[src/hdl/rsgc_pkg.sv]
// Types, constants and GF(256) table functions for the CRC encoder/checker.
// No dependencies.
package rsgc_pkg;

    localparam int unsigned BYTE_W = 8;
    localparam int unsigned CRC_W  = 32;
    localparam int unsigned PHASE_W = 3;

    localparam logic [PHASE_W-1:0] PHASE_ECHO = 3'd0;
    localparam logic [PHASE_W-1:0] PHASE_LAST = 3'd4;

    localparam logic [8:0] GF_POLY  = 9'h11D;
    localparam logic [7:0] GF_K_HI  = 8'h38;
    localparam logic [7:0] GF_K_MID = 8'hCF;

    localparam logic MODE_ENCODE = 1'b0;
    localparam logic MODE_CHECK  = 1'b1;

    typedef enum logic [1:0] {
        CMD_DATA,
        CMD_CHECK_END,
        CMD_ENCODE_END
    } cmd_kind_t;

    typedef struct packed {
        cmd_kind_t        kind;
        logic [BYTE_W-1:0] data;
        logic [CRC_W-1:0]  crc;
    } cmd_t;

    typedef struct packed {
        logic valid;
        cmd_t cmd;
    } q_head_t;

    function automatic logic [7:0] gf_mul(input logic [7:0] a, input logic [7:0] b);
        logic [8:0] aa;
        logic [7:0] acc;
        aa  = {1'b0, a};
        acc = '0;
        for (int k = 0; k < 8; k++)
        begin
            if (b[k])
                acc = acc ^ aa[7:0];
            aa = {aa[7:0], 1'b0};
            if (aa[8])
                aa = aa ^ GF_POLY;
        end
        return acc;
    endfunction

    function automatic logic [CRC_W-1:0] crc_table(input logic [7:0] i);
        logic [7:0] p;
        logic [7:0] q;
        p = gf_mul(GF_K_HI, i);
        q = gf_mul(GF_K_MID, i);
        return {p, q, p, i};
    endfunction

endpackage

[src/hdl/rsgc_front.sv]
// Front end: accepts bytes, updates the CRC register, classifies each item.
// Depends on rsgc_pkg.
module rsgc_front (
    input  logic                       clk,
    input  logic                       rst_n,
    input  logic                       cfg_we,
    input  logic                       cfg_wdata,
    input  logic                       in_valid,
    output logic                       in_ready,
    input  logic [rsgc_pkg::BYTE_W-1:0] data_byte,
    input  logic                       last,
    input  logic                       q_full,
    output logic                       push,
    output rsgc_pkg::cmd_t             push_cmd
);

    logic                       mode_reg;
    logic [rsgc_pkg::CRC_W-1:0] crc_reg;
    logic [rsgc_pkg::CRC_W-1:0] crc_next;
    logic [rsgc_pkg::CRC_W-1:0] crc_upd;

    assign in_ready = !q_full;
    assign push     = in_valid && !q_full;

    assign crc_upd = {crc_reg[rsgc_pkg::CRC_W-9:0], 8'h00}
                   ^ rsgc_pkg::crc_table(data_byte ^ crc_reg[rsgc_pkg::CRC_W-1 -: 8]);

    always_comb
    begin
        crc_next = crc_reg;
        if (push)
            crc_next = last ? '0 : crc_upd;
    end

    always_comb
    begin
        push_cmd.data = data_byte;
        push_cmd.crc  = crc_upd;
        if (!last)
            push_cmd.kind = rsgc_pkg::CMD_DATA;
        else if (mode_reg == rsgc_pkg::MODE_CHECK)
            push_cmd.kind = rsgc_pkg::CMD_CHECK_END;
        else
            push_cmd.kind = rsgc_pkg::CMD_ENCODE_END;
    end

    always_ff @(posedge clk or negedge rst_n)
    begin
        if (!rst_n)
        begin
            mode_reg <= rsgc_pkg::MODE_ENCODE;
            crc_reg  <= '0;
        end
        else
        begin
            if (cfg_we)
                mode_reg <= cfg_wdata;
            crc_reg <= crc_next;
        end
    end

endmodule

[src/hdl/rsgc_queue.sv]
// Short command queue between the front end and the result sequencer.
// Depends on rsgc_pkg.
module rsgc_queue #(
    parameter int unsigned DEPTH = 4
) (
    input  logic              clk,
    input  logic              rst_n,
    input  logic              push,
    input  rsgc_pkg::cmd_t    push_cmd,
    output logic              full,
    input  logic              pop,
    output rsgc_pkg::q_head_t head
);

    localparam int unsigned PTR_W = (DEPTH > 1) ? $clog2(DEPTH) : 1;
    localparam int unsigned CNT_W = $clog2(DEPTH + 1);

    rsgc_pkg::cmd_t entry_reg [DEPTH];
    logic [PTR_W-1:0] wr_ptr_reg, wr_ptr_next;
    logic [PTR_W-1:0] rd_ptr_reg, rd_ptr_next;
    logic [CNT_W-1:0] count_reg, count_next;
    logic             do_pop;

    assign full       = (count_reg == CNT_W'(DEPTH));
    assign head.valid = (count_reg != '0);
    assign head.cmd   = entry_reg[rd_ptr_reg];
    assign do_pop     = pop && head.valid;

    always_comb
    begin
        wr_ptr_next = wr_ptr_reg;
        rd_ptr_next = rd_ptr_reg;
        count_next  = count_reg;
        if (push)
            wr_ptr_next = (wr_ptr_reg == PTR_W'(DEPTH - 1)) ? '0 : wr_ptr_reg + 1'b1;
        if (do_pop)
            rd_ptr_next = (rd_ptr_reg == PTR_W'(DEPTH - 1)) ? '0 : rd_ptr_reg + 1'b1;
        if (push && !do_pop)
            count_next = count_reg + 1'b1;
        else if (do_pop && !push)
            count_next = count_reg - 1'b1;
    end

    always_ff @(posedge clk)
    begin
        if (push)
            entry_reg[wr_ptr_reg] <= push_cmd;
    end

    always_ff @(posedge clk or negedge rst_n)
    begin
        if (!rst_n)
        begin
            wr_ptr_reg <= '0;
            rd_ptr_reg <= '0;
            count_reg  <= '0;
        end
        else
        begin
            wr_ptr_reg <= wr_ptr_next;
            rd_ptr_reg <= rd_ptr_next;
            count_reg  <= count_next;
        end
    end

endmodule

[src/hdl/rsgc_back.sv]
// Back end: expands each command into its results and drives the output port.
// Depends on rsgc_pkg.
module rsgc_back (
    input  logic                        clk,
    input  logic                        rst_n,
    input  rsgc_pkg::q_head_t           head,
    output logic                        pop,
    output logic                        out_valid,
    input  logic                        out_ready,
    output logic [rsgc_pkg::BYTE_W-1:0] out_byte,
    output logic                        is_crc_byte,
    output logic                        end_of_record,
    output logic                        crc_ok,
    output logic [rsgc_pkg::CRC_W-1:0]  crc_value
);

    rsgc_pkg::cmd_t                cmd_reg, cmd_next;
    logic                          valid_reg, valid_next;
    logic [rsgc_pkg::PHASE_W-1:0]  phase_reg, phase_next;
    logic                          done;
    logic                          advance;
    logic [rsgc_pkg::BYTE_W-1:0]   crc_sel;

    assign done    = (cmd_reg.kind != rsgc_pkg::CMD_ENCODE_END)
                  || (phase_reg == rsgc_pkg::PHASE_LAST);
    assign advance = !valid_reg || (out_ready && done);
    assign pop     = advance && head.valid;

    always_comb
    begin
        cmd_next   = cmd_reg;
        valid_next = valid_reg;
        phase_next = phase_reg;
        if (advance)
        begin
            cmd_next   = head.cmd;
            valid_next = head.valid;
            phase_next = rsgc_pkg::PHASE_ECHO;
        end
        else if (out_ready)
            phase_next = phase_reg + 1'b1;
    end

    always_comb
    begin
        case (phase_reg)
            3'd1:    crc_sel = cmd_reg.crc[31:24];
            3'd2:    crc_sel = cmd_reg.crc[23:16];
            3'd3:    crc_sel = cmd_reg.crc[15:8];
            default: crc_sel = cmd_reg.crc[7:0];
        endcase
    end

    always_comb
    begin
        out_valid     = valid_reg;
        out_byte      = cmd_reg.data;
        is_crc_byte   = 1'b0;
        end_of_record = 1'b0;
        crc_ok        = 1'b0;
        crc_value     = '0;
        unique case (cmd_reg.kind)
            rsgc_pkg::CMD_DATA:
            begin
            end
            rsgc_pkg::CMD_CHECK_END:
            begin
                end_of_record = 1'b1;
                crc_ok        = (cmd_reg.crc == '0);
                crc_value     = cmd_reg.crc;
            end
            rsgc_pkg::CMD_ENCODE_END:
            begin
                if (phase_reg != rsgc_pkg::PHASE_ECHO)
                begin
                    out_byte    = crc_sel;
                    is_crc_byte = 1'b1;
                end
                if (phase_reg == rsgc_pkg::PHASE_LAST)
                begin
                    end_of_record = 1'b1;
                    crc_value     = cmd_reg.crc;
                end
            end
            default:
            begin
            end
        endcase
    end

    always_ff @(posedge clk)
    begin
        cmd_reg <= cmd_next;
    end

    always_ff @(posedge clk or negedge rst_n)
    begin
        if (!rst_n)
        begin
            valid_reg <= 1'b0;
            phase_reg <= rsgc_pkg::PHASE_ECHO;
        end
        else
        begin
            valid_reg <= valid_next;
            phase_reg <= phase_next;
        end
    end

endmodule

[src/hdl/rs_gf256_crc32_encode_check.sv]
// Top level of the GF(256) Reed-Solomon CRC-32 record encoder and checker.
// Depends on rsgc_pkg, rsgc_front, rsgc_queue and rsgc_back.
//
// Bytes are accepted one per cycle while the queue is not full and the output
// delivers one result per cycle while out_ready is high. A byte's command is
// written into the queue and then into the back end's command register before
// its result is presented. In encode mode the last byte of a record produces
// five results (the byte, then the four CRC bytes, most significant first),
// and the input keeps accepting until the QUEUE_DEPTH-entry command queue
// fills. The CRC register update is one table lookup and XOR per byte in the
// front end; the back end's result sequencer sets the output rate.
module rs_gf256_crc32_encode_check #(
    parameter int unsigned QUEUE_DEPTH = 4
) (
    input  logic        clk,
    input  logic        rst_n,
    input  logic        cfg_we,
    input  logic        cfg_wdata,
    input  logic        in_valid,
    output logic        in_ready,
    input  logic [7:0]  data_byte,
    input  logic        last,
    output logic        out_valid,
    input  logic        out_ready,
    output logic [7:0]  out_byte,
    output logic        is_crc_byte,
    output logic        end_of_record,
    output logic        crc_ok,
    output logic [31:0] crc_value
);

    logic              q_full;
    logic              push;
    logic              pop;
    rsgc_pkg::cmd_t    push_cmd;
    rsgc_pkg::q_head_t head;

    rsgc_front u_front (
        .clk       (clk),
        .rst_n     (rst_n),
        .cfg_we    (cfg_we),
        .cfg_wdata (cfg_wdata),
        .in_valid  (in_valid),
        .in_ready  (in_ready),
        .data_byte (data_byte),
        .last      (last),
        .q_full    (q_full),
        .push      (push),
        .push_cmd  (push_cmd)
    );

    rsgc_queue #(
        .DEPTH (QUEUE_DEPTH)
    ) u_queue (
        .clk      (clk),
        .rst_n    (rst_n),
        .push     (push),
        .push_cmd (push_cmd),
        .full     (q_full),
        .pop      (pop),
        .head     (head)
    );

    rsgc_back u_back (
        .clk           (clk),
        .rst_n         (rst_n),
        .head          (head),
        .pop           (pop),
        .out_valid     (out_valid),
        .out_ready     (out_ready),
        .out_byte      (out_byte),
        .is_crc_byte   (is_crc_byte),
        .end_of_record (end_of_record),
        .crc_ok        (crc_ok),
        .crc_value     (crc_value)
    );

endmodule

[config.mk]
export PLATFORM = sky130hd
export DESIGN_NAME = rs_gf256_crc32_encode_check
export DESIGN_NICKNAME = d
export VERILOG_FILES = /design/src/hdl/rsgc_pkg.sv /design/src/hdl/rsgc_front.sv /design/src/hdl/rsgc_queue.sv /design/src/hdl/rsgc_back.sv /design/src/hdl/rs_gf256_crc32_encode_check.sv
export SDC_FILE = /design/constraint.sdc
export NUM_CORES = 1
export LEC_CHECK = 0
export ABC_CLOCK_PERIOD_IN_PS = 6000
export BUFFER_PORTS_ARGS = -buffer_cell sky130_fd_sc_hd__buf_2
export CORE_MARGIN = 5
export CORE_UTILIZATION = 64
export CTS_BUF_LIST = sky130_fd_sc_hd__clkbuf_16
export CTS_CLUSTER_SIZE = 8
export DETAILED_ROUTE_END_ITERATION = 8
export GPL_ROUTABILITY_DRIVEN = 0
export HOLD_SLACK_MARGIN = 0.06
export PLACE_DENSITY = 0.86
export SYNTH_ARGS = -nofsm -noshare
export SYNTH_HDL_FRONTEND = slang
export SYNTH_SLANG_ARGS = --single-unit
[constraint.sdc]
create_clock -name clk -period 6 [get_ports clk]
set_input_delay 1.2 -clock clk [delete_from_list [all_inputs] [get_ports clk]]
set_output_delay 1.2 -clock clk [all_outputs]
set_load 0.01 [all_outputs]
======== After elaboration in Yosys (flattened, before gate mapping) ========
Memories as Yosys holds them, arrays and structs flattened. A register that Yosys moved wholly into a read port is not among the register bits.
Index checks and enable logic that the tools add are counted.
storage, ports and cells
  bits in read-only memories .............. 0
  bits of input ports ..................... 15
  bits in latches ......................... 0
  flip-flop bits (word level) ............. 44
  logic and storage cells ................. 93
  output and inout bits ................... 45
  memories kept ........................... 1
  bits in writable memories ............... 168
cells by class
  add/subtract/negate cells ............... 5
  equality and inequality tests ........... 10
  mux-type cells .......................... 37
  order comparisons ....................... 0
  multipliers ............................. 0
  shifts and indexed selects .............. 0
  divide/modulo/power cells ............... 0
  bitwise operators ....................... 16
  reductions and logical operators ........ 17
memory list
  name               words  width  read ports  clocked after memory_dff  wr ports  RTL line          text
  u_queue.entry_reg  4      42     1           1                         1         rsgc_queue.sv:18  rsgc_pkg::cmd_t entry_reg [DEPTH];
operator list
  kind                                            count
  2-to-1 mux 8 bit                                10
  2-to-1 mux 32 bit                               2
  case mux 32 bit (2 select lines)                1
  2-to-1 mux 7 bit                                5
  zero test 32 bit                                1
  XOR 32 bit                                      1
  inverter 4 bit                                  7
  case mux 8 bit (3 select lines)                 1
  2-to-1 mux 3 bit                                4
  2-to-1 mux 6 bit                                2
  inverter 5 bit                                  2
  2-to-1 mux 2 bit                                4
  XOR 8 bit                                       1
  adder 3 x 1 -> 3 bit (second input constant)    2
  == test 2 bit (second input constant)           3
  == test 3 x 2 -> 1 bit (second input constant)  2
  == test 3 bit (second input constant)           2
  logical AND 1 bit                               6
  2-to-1 mux 1 bit                                6
  inverter 2 -> 3 bit                             2
  inverter 3 bit                                  2
  inverter 6 bit                                  1
  nonzero test 3 bit                              2
  2-to-1 mux 5 bit                                1
  9 further kinds                                 15

======== Depth between registers and ports, before layout ========
  depth in word-level cells ............... 18
  depth in mapped cells ................... 12
  mapped depth without buffers ............ 12

======== By module ========
From an unflattened synthesis, not the netlist that was laid out.
second synthesis, totals
  cells, all modules ...................... 588
  area, all modules ....................... 10860.4 µm²
modules (own cells, without submodules)
  module      times used  area each (µm²)  cells each  seq. area each (µm²)
  rsgc_queue  1           6542.5           257         5220.0
  rsgc_back   1           2183.3           168         1361.3
  rsgc_front  1           2134.5           163         825.8

======== Least setup slack after synthesis ========
Ideal clock, no wire load.
  path kind ............................... register to output
  start ................................... register u_back.phase_reg[0] in the netlist's numbering
  end ..................................... output port out_byte[0]
  arrival ................................. 1.789 ns
  data required time ...................... 4.800 ns
  buffers on the path ..................... 1
  setup slack ............................. 3.011 ns
  cell stages (with the launch flop) ...... 7
  cells stage by stage .................... dfrtp_1 ha_1 ha_1 buf_1 nor3_1 a21boi_0 o21ai_0
between the ends
  word-level cells in the longest chain between the ends .. 4
  elaborated cells between the ends (all ways) .. 7
  those cells by class .................... 3 x eq/ne; 3 x mux; 1 x reduce/logical
RTL lines
  element                                                           RTL line                           text
  start: declaration                                                rsgc_back.sv:19                    logic [rsgc_pkg::PHASE_W-1:0] phase_reg, phase_next;
  start signal: assignment                                          rsgc_back.sv:101                   phase_reg <= rsgc_pkg::PHASE_ECHO;
  start signal: assignment                                          rsgc_back.sv:106                   phase_reg <= phase_next;
  == test 3 x 2 -> 1 bit or == test 3 x 1 -> 1 bit (tied branches)  rsgc_back.sv:46                    case (phase_reg)
  case mux 8 bit (3 select lines)                                   rsgc_back.sv:46
  2-to-1 mux 8 bit *                                                rsgc_back.sv:74                    if (phase_reg != rsgc_pkg::PHASE_ECHO)
  2-to-1 mux 8 bit *                                                rsgc_back.sv:62                    unique case (cmd_reg.kind)
  end: declaration                                                  rs_gf256_crc32_encode_check.sv:25  output logic [7:0] out_byte,
Mark *: on every way between the ends. The rest lies on a longest branch, timed or not.

======== Worst setup path after layout ========
  start ................................... register u_back.phase_reg[0] in the netlist's numbering
  end ..................................... output port out_byte[6]
Same word-level chain as after synthesis.

==> impl_metrics.tcl <==
set metrics [dict create \
    path_buf_inv 1 \
    grt_remaining_overflow 0 \
    leakage_nw 4.786 \
    setup_viol 0 \
    worst-path-max-fanout 9 \
    post_cts_buffers 0 \
    num_vias 5829 \
    cts_max_path_buffers 3 \
    synth-compound-area-share_pct 4.283 \
    drv_slew 0 \
    hold_end "u_front.crc_reg[7]" \
    critPathMostFrequentCell "ha_1" \
    synth_top_family_by_area "multiplexers" \
    largest_reg_flops 168 \
    boundaryPins 60 \
    grt_max_degree 45 \
    die_h_um 139.3 \
    use_met3_pct 5.249 \
    yosys_register_bits 254 \
    synth_fa_ha_area_share_pct 1.708 \
    final_area_sq_um 12250 \
    vias_per_cell 6.413 \
    cts_root_buf "clkbuf_16" \
    crit_arrival_ns 2.67 \
    drv_cap 0 \
    yosys.area_share.simple_pct 4.798 \
    die_x_um 139.3 \
    synth_nets 613 \
    synth_xor_area_share_pct 8.425 \
    place.detailed.hpwl_um 13740 \
    busiest_layer "met2" \
    fin_crit_sh_pct 64.43 \
    synth_edf_count 210 \
    fin_crit_ns 3.866 \
    rsz0062_at_grt "false" \
    finalNetCount 691 \
    fin_hold_ws_ns 0.4857 \
    fin_ws_ns 2.134 \
    synth_ff_type "edfxtp_1" \
    worstRegToRegCells 8 \
    path_cells "ha_1, ha_1, nor3_1, a21boi_0, o21ai_0, buf_2" \
    fin_skew_ns 0.01396 \
    first_pass_iters 7 \
    path_clk_slew_ns 0.05 \
    ctsResizeCount 0 \
    netlist_area_sq_um 10690 \
    num_rows 47 \
    gr-usage-met2_pct 42.70 \
    numCtsBuffers 37 \
    vdd_ir_drop_max_uv 301.9 \
    drtIter0Drc 719 \
    async_flop_share_pct 17.32 \
    start_util_pct 64.94 \
    timing.fmax_mhz 258.7 \
    routed_wirelength_um 24530 \
    grt_pass1_wl_um 37420 \
    worstHoldPathCells 2 \
    cts_max_level 2 \
    antenna_found_initial 0 \
    crit_type "reg2out" \
    gr-usage-met1_pct 34.44 \
    cts_tree "built" \
    holdBufCountCts 0 \
    hp-start "u_front.crc_reg[7]" \
    yosys_warnings 0 \
    grt_pass1_vias 6051 \
    r2r_start "u_queue.count_reg[0]" \
    syn_area_per_cell_sq_um 18.31 \
    synth_cell_types 43 \
    final_common_cell "edfxtp_1" \
    synthMuxAreaShare_pct 9.455 \
    r2r_end "u_queue.count_reg[1]" \
    antenna_cells 0 \
    worstMarginPinSlew_ns 1.281 \
    drive_above_1_share_pct 25.11 \
    wl_per_cell_um 26.99 \
    clock_sinks 254 \
    cp_slowest_cell "nor3_1" \
    fin_setup_tns_ns 0 \
    cp-end-kind "output pin" \
    status "complete, no violations" \
    clkLatencyLatePin_ns 0.50 \
    preCtsSetupSlack_ns 2.598 \
    rrSetupSlack_ns 3.13 \
    place_area_sq_um 11200 \
    antenna_left 0 \
    syn_to_final_growth_pct 14.57 \
    hp-class "reg2reg" \
    crit_required_ns 4.80 \
    core_sq_um 16470 \
    cp_slowest_stage_delay_ns 0.56 \
    power_density_nw_per_um2 678.2 \
    ys_seq_area_share_pct 69.27 \
    slew_headroom_pct 14.30 \
    die-area_sq_um 19390 \
    hold_violations 0 \
    drt_drc_violations_left 0 \
    total_power_mw 8.308 \
    grt_use_total_pct 25.67 \
    syn_inst 584 \
    startpoint_type "register" \
    cpLargestDelayFamily "simple AND/OR/NAND/NOR gates" \
    port_buffers 59 \
    layout_common_cells "edfxtp_1 (210), buf_2 (59), inv_1 (53)" \
]
[cell type report]
cell class	count	area [sq um]
clock buffer	37	925.9
tap	220	275.3
clock inverter	29	118.9
sequential	254	7408
timing repair buffer	64	332.8
fill	871	4215
inverter	31	118.9
multi-input combinational	274	3070
[how the worst max path moves through the flow]
stage                         from             to  slack [ns]  cells after the start
6_report       u_back.phase_reg[0]    out_byte[6]        2.13                      6
5_1_grt        u_back.phase_reg[0]    out_byte[6]        1.92                      7
4_1_cts        u_back.phase_reg[0]  crc_value[28]        1.98                      6
3_5_place_dp   u_back.phase_reg[0]  crc_value[28]        2.60                      6
3_3_place_gp   u_back.phase_reg[0]  crc_value[14]        2.83                      6
2_1_floorplan  u_back.phase_reg[0]    out_byte[0]        3.01                      6
[where the power goes]
group / total (mW) / switching (mW) / internal [mW]
sequential: 3.58 / 0.455 / 3.12
combinational: 2.90 / 1.69 / 1.22
clock: 1.83 / 0.723 / 1.11
total: 8.31 / 2.86 / 5.44
[per-stage QoR]
stage	std cells	util, %
after floorplan	584	-
after global placement	842	68.01
after detailed placement	842	68.01
after CTS	908	74.35
after global routing	909	74.40
final	909	74.40
[worst reg2reg max path, stage by stage (launching register included)]
cell and delay [ns]:
dfrtp_1 0.43, or3b_1 0.47, nand2_1 0.11, buf_4 0.42
inv_1 0.27, ha_1 0.30, inv_1 0.08, fa_1 0.41
mux2_2 0.27
[Yosys cell counts, types with 3 or more instances]
library cell / number / share of area, %
a22o_1: 13 / 1.1
clkbuf_1: 16 / 0.56
o31ai_1: 8 / 0.56
nor2b_1: 5 / 0.29
nor4_1: 6 / 0.35
dfrtp_1: 44 / 10
xor2_1: 5 / 0.41
xnor3_1: 16 / 3.4
nor2_1: 7 / 0.25
a222oi_1: 8 / 0.75
mux4_2: 42 / 8.8
mux2_2: 4 / 0.42
buf_2: 6 / 0.28
xnor2_1: 17 / 1.4
inv_2: 3 / 0.11
o21ai_1: 3 / 0.14
xnor3_2: 3 / 0.67
a21boi_0: 8 / 0.56
nand2_1: 31 / 1.1
and3_1: 4 / 0.23
and2_1: 34 / 2.0
buf_1: 3 / 0.11
nor3_1: 3 / 0.14
edfxtp_1: 210 / 59
o21ai_0: 17 / 0.80
inv_1: 27 / 0.95
ha_1: 13 / 1.5
xnor2_4: 8 / 2.1
[kinds of logic (layout without fill, tap and decap cells)]
family                     count (synthesis)  in the layout
adders and majority gates                 14             14
buffers and inverters                     56            161
AOI/OAI and AO/OA                         63             63
xor gates and xnor gates                  52             52
DFF                                      254            254
and+or+nand+nor                           97             97
muxes                                     48             48
[metal layers]
layer,vias up,share of wire [%]
met1,2958,38
met2,402,51
li1,2408,-
met3,61,7.9
met5,-,0
met4,0,2.9
Power figures use the tool's default switching activity.
